**src/rtl/core/look_at_view_matrix_core_defines.svh**
```systemverilog
// Assertion macros for the view matrix core.
// Both expect clk and arst_n in the scope of the use.
`ifndef LOOK_AT_VIEW_MATRIX_CORE_DEFINES_SVH
`define LOOK_AT_VIEW_MATRIX_CORE_DEFINES_SVH

`ifndef NO_ASSERTIONS

// cons must hold in every cycle in which ante holds
`define LAVM_ASSERT_IMP(lbl, ante, cons) \
	lbl: assert property (@(posedge clk) disable iff (!arst_n) (ante) |-> (cons)) \
		else $error("lavm: implication check failed");

// cond must hold in every cycle out of reset
`define LAVM_ASSERT_ALWAYS(lbl, cond) \
	lbl: assert property (@(posedge clk) disable iff (!arst_n) (cond)) \
		else $error("lavm: invariant check failed");

`else

`define LAVM_ASSERT_IMP(lbl, ante, cons)
`define LAVM_ASSERT_ALWAYS(lbl, cond)

`endif

`endif

```
**src/rtl/core/lavm_delay.sv**
```systemverilog
// Plain shift line that keeps data aligned with the valid chain
module lavm_delay #(
	parameter int W = 32,
	parameter int N = 1
) (
	input  logic         clk,
	input  logic [W-1:0] d,
	output logic [W-1:0] q
);

	logic [W-1:0] line_sk [N];

	always_ff @(posedge clk) begin
		line_sk[0] <= d;
		for (int i = 1; i < N; i++) begin
			line_sk[i] <= line_sk[i-1];
		end
	end

	assign q = line_sk[N-1];

endmodule

```
**config.mk**
```make
export PLATFORM = sky130hd
export DESIGN_NAME = lavm_delay
export DESIGN_NICKNAME = d
export VERILOG_FILES = /design/src/rtl/core/look_at_view_matrix_core_defines.svh /design/src/rtl/core/lavm_delay.sv
export SDC_FILE = /design/constraint.sdc
export NUM_CORES = 1
export LEC_CHECK = 0
export ABC_CLOCK_PERIOD_IN_PS = 800
export BUFFER_PORTS_ARGS = -buffer_cell sky130_fd_sc_hd__buf_2
export CORE_AREA = 2 2 46 48
export CTS_BUF_LIST = sky130_fd_sc_hd__clkbuf_4 sky130_fd_sc_hd__clkbuf_8
export DETAILED_ROUTE_END_ITERATION = 10
export DIE_AREA = 0 0 48 50
export GPL_ROUTABILITY_DRIVEN = 0
export PLACE_DENSITY = 0.77
export SLEW_MARGIN = 20
export SYNTH_ARGS = -nofsm -noshare
export SYNTH_HDL_FRONTEND = slang
export SYNTH_SLANG_ARGS = --single-unit
```
**constraint.sdc**
```tcl
create_clock -name clk -period 0.8 [get_ports clk]
set_input_delay 0.08 -clock clk [delete_from_list [all_inputs] [get_ports clk]]
set_output_delay 0.08 -clock clk [all_outputs]
set_load 0.01 [all_outputs]
```
# After elaboration in Yosys (flattened, before gate mapping)
# Memories as Yosys holds them, arrays and structs flattened.
# Cells that the tools add are included.
[word_totals] wordCells=1 n_memories=1 register_bits=0 ramBits=32
[mem_list] name="line_sk" depth=1 word_bits=32 read_ports=1 rd_ports_with_merged_regs=0 write_ports=1 line="lavm_delay.sv:11" source="logic [W-1:0] line_sk [N];"

# Longest topological paths before layout
[depth] depth_word=0 ltp_mapped=0

# Least setup slack after synthesis
# No wires, ideal clock.
[synth_path] kind="register -> output" start="mem line_sk[0][0]" end="out q[0]" path_stages_with_launch=1 required_time_ns=0.720 path_slack_ns=0.389 arrival_ns=0.331 n_path_buf=0 path_cell_list="dfxtp_1"
[synth_rtl] item="from (decl)" line="lavm_delay.sv:11"
[synth_rtl] item="to (decl)" line="lavm_delay.sv:8" source="output logic [W-1:0] q"

==> impl_metrics.json <==
{
  "grtUsageTotal_pct": 16.7,
  "ant_nets": 0,
  "overflow": 0,
  "path_class": "reg2out",
  "pwr_density_cell_nw_per_um2": 2030,
  "num_rows": 16,
  "grt_pass1_vias": 688,
  "drive_gt1_share_pct": 65.2,
  "wl_per_cell_um": 11.4,
  "period_minus_slack_ps": 839,
  "syn-num-nets": 65,
  "post-place-ws_ps": 300,
  "cts.path.max_buffers": 2,
  "cts_setup_buffers": 0,
  "antennaDiodeCount": 0,
  "multi_input_comb_area_um2": 0,
  "violations": "setup timing",
  "grt_start_max_net_pins": 10,
  "leakage_nw": 0.729,
  "ios": 65,
  "critical_path_buf_inv_count": 1,
  "synth_seq_cells": 32,
  "hp-start": "d[0]",
  "drtPass1Iterations": 3,
  "root_buffer": "clkbuf_4",
  "ctsHtreeMaxLevel": 2,
  "antenna_found_initial": 0,
  "fmax_mhz": 1190,
  "worstPathCellList": "buf_6",
  "ys_warn_count": 0,
  "cp-start-kind": "flop",
  "syn2layout_area_growth_pct": 135,
  "tightest_slew_ps": 85.8,
  "hold_class": "in2reg",
  "end_kind": "output port",
  "cp.arrival_ps": 760,
  "core_area_um2": 1900,
  "required_ps": 720,
  "outcome": "finished, violations left",
  "finalSetupViolations": 32,
  "hold_viol": 0,
  "worst_slack_ps": -39.4,
  "drtIter0Drc": 5,
  "largest_register_ff_count": 32,
  "path_max_fanout": 1,
  "numCtsBuffers": 5,
  "top_regs": "line_sk x32",
  "die_h_um": 50,
  "grt_pass1_wl_um": 2600,
  "placedInstanceArea_um2": 995,
  "vias": 635,
  "finish.instance_area_um2": 1510,
  "drc": 0,
  "fin_crit_sh_pct": 105,
  "rsz0062_at_grt": "yes",
  "peakVddDrop_mv": 1.44,
  "holdPathEnd": "line_sk[0][0]",
  "critical_path.top_delay_family": "flip-flops",
  "maxSlewViolCount": 0,
  "viasPerCell": 3.92,
  "die_w_um": 48,
  "min_path_cells": 2,
  "slew_headroom_pct": 94.3,
  "finalWirelength_um": 1850,
  "cpPeakStageDelay_ps": 330,
  "critPathSlowestCell": "dfxtp_2",
  "start_util_pct": 33.7,
  "seq_area_frac_synth_pct": 100,
  "clkSlewWorstSetupHoldPaths_ps": 90,
  "netlist_area_um2": 641,
  "clkSinkCount": 32,
  "die_area_um2": 2400,
  "io_buffers": 64,
  "postSynthAreaPerCell_um2": 20.0,
  "synth_cell_types": 1,
  "top_register": "line_sk",
  "maxCapViolations": 0,
  "fin_nets": 168,
  "tritoncts": "built",
  "multi_input_gates": 0,
  "n_fill_cell": 109,
  "syn-instance-count": 32
}
==> how the worst max path moves through the flow <==
stage / slack, ps / startpoint / cells after the start / to
after floorplan: 390 / line_sk[0][0] / 0 / q[0]
after global routing: -90 / line_sk[0][25] / 1 / q[25]
after detailed placement: 300 / line_sk[0][21] / 1 / q[21]
final: -40 / line_sk[0][22] / 1 / q[22]
after CTS: -60 / line_sk[0][21] / 1 / q[21]
after global placement: 310 / line_sk[0][11] / 1 / q[11]
==> power by group <==
| part | internal, mW | switching [mW] | total, mW |
|---|---|---|---|
| logic | 0.260 | 0.114 | 0.375 |
| registers | 1.69 | 0.0289 | 1.72 |
| clock network | 0.498 | 0.474 | 0.971 |
| total | 2.44 | 0.617 | 3.06 |
==> cell type report <==
type	count	area [µm²]	share of cell area, %
Timing Repair Buffer	96	747	49.5
Sequential cell	32	662	43.9
Clock buffer	7	65.1	4.32
Tap cell	27	33.8	2.24
==> cell usage in the layout, fill, tap and decap left out, drive strengths merged <==
cell type	n
buf	64
dfxtp	32
dlygate4sd3	32
clkbuf	7
==> cell families after synthesis <==
family / share of synthesized area, %
flip-flops: 100
==> per-layer routing <==
| metal | part of all wire, % | wire [µm] | vias up | track usage (%) |
|---|---|---|---|---|
| met4 | 2.4 | 45 | 0 | 11.7 |
| li1 | - | - | 302 | - |
| met1 | 27 | 505 | 288 | 10.7 |
| met5 | 0 | 0 | - | 0 |
| met2 | 61 | 1130 | 39 | 31.8 |
| met3 | 9.0 | 167 | 6 | 7.69 |
==> stage by stage <==
step,hold WS [ps],util [%],total power [mW],TNS (ps),cells
finish,391,79.3,3.06,-937,162
global route,369,79.3,3.22,-2370,162
CTS,376,73.0,3.03,-1450,162
detailed placement,184,52.3,1.93,0,123
global placement,182,52.3,1.93,0,123
floorplan,108,-,1.78,0,32
==> repair_timing <==
| item | 4_1_cts | 5_1_grt |
|---|---|---|
| pin swaps | 0 | 0 |
| gates resized for setup | 2 | 32 |
| hold buffers | 32 | 0 |
| setup endpoints to repair | 32 | 32 |
| endpoints found under the hold margin | 32 | 0 |
==> synth_stat cells <==
master / instances / area [µm²]
dfxtp_1: 32 / 641
Power figures use the tool's default switching activity.
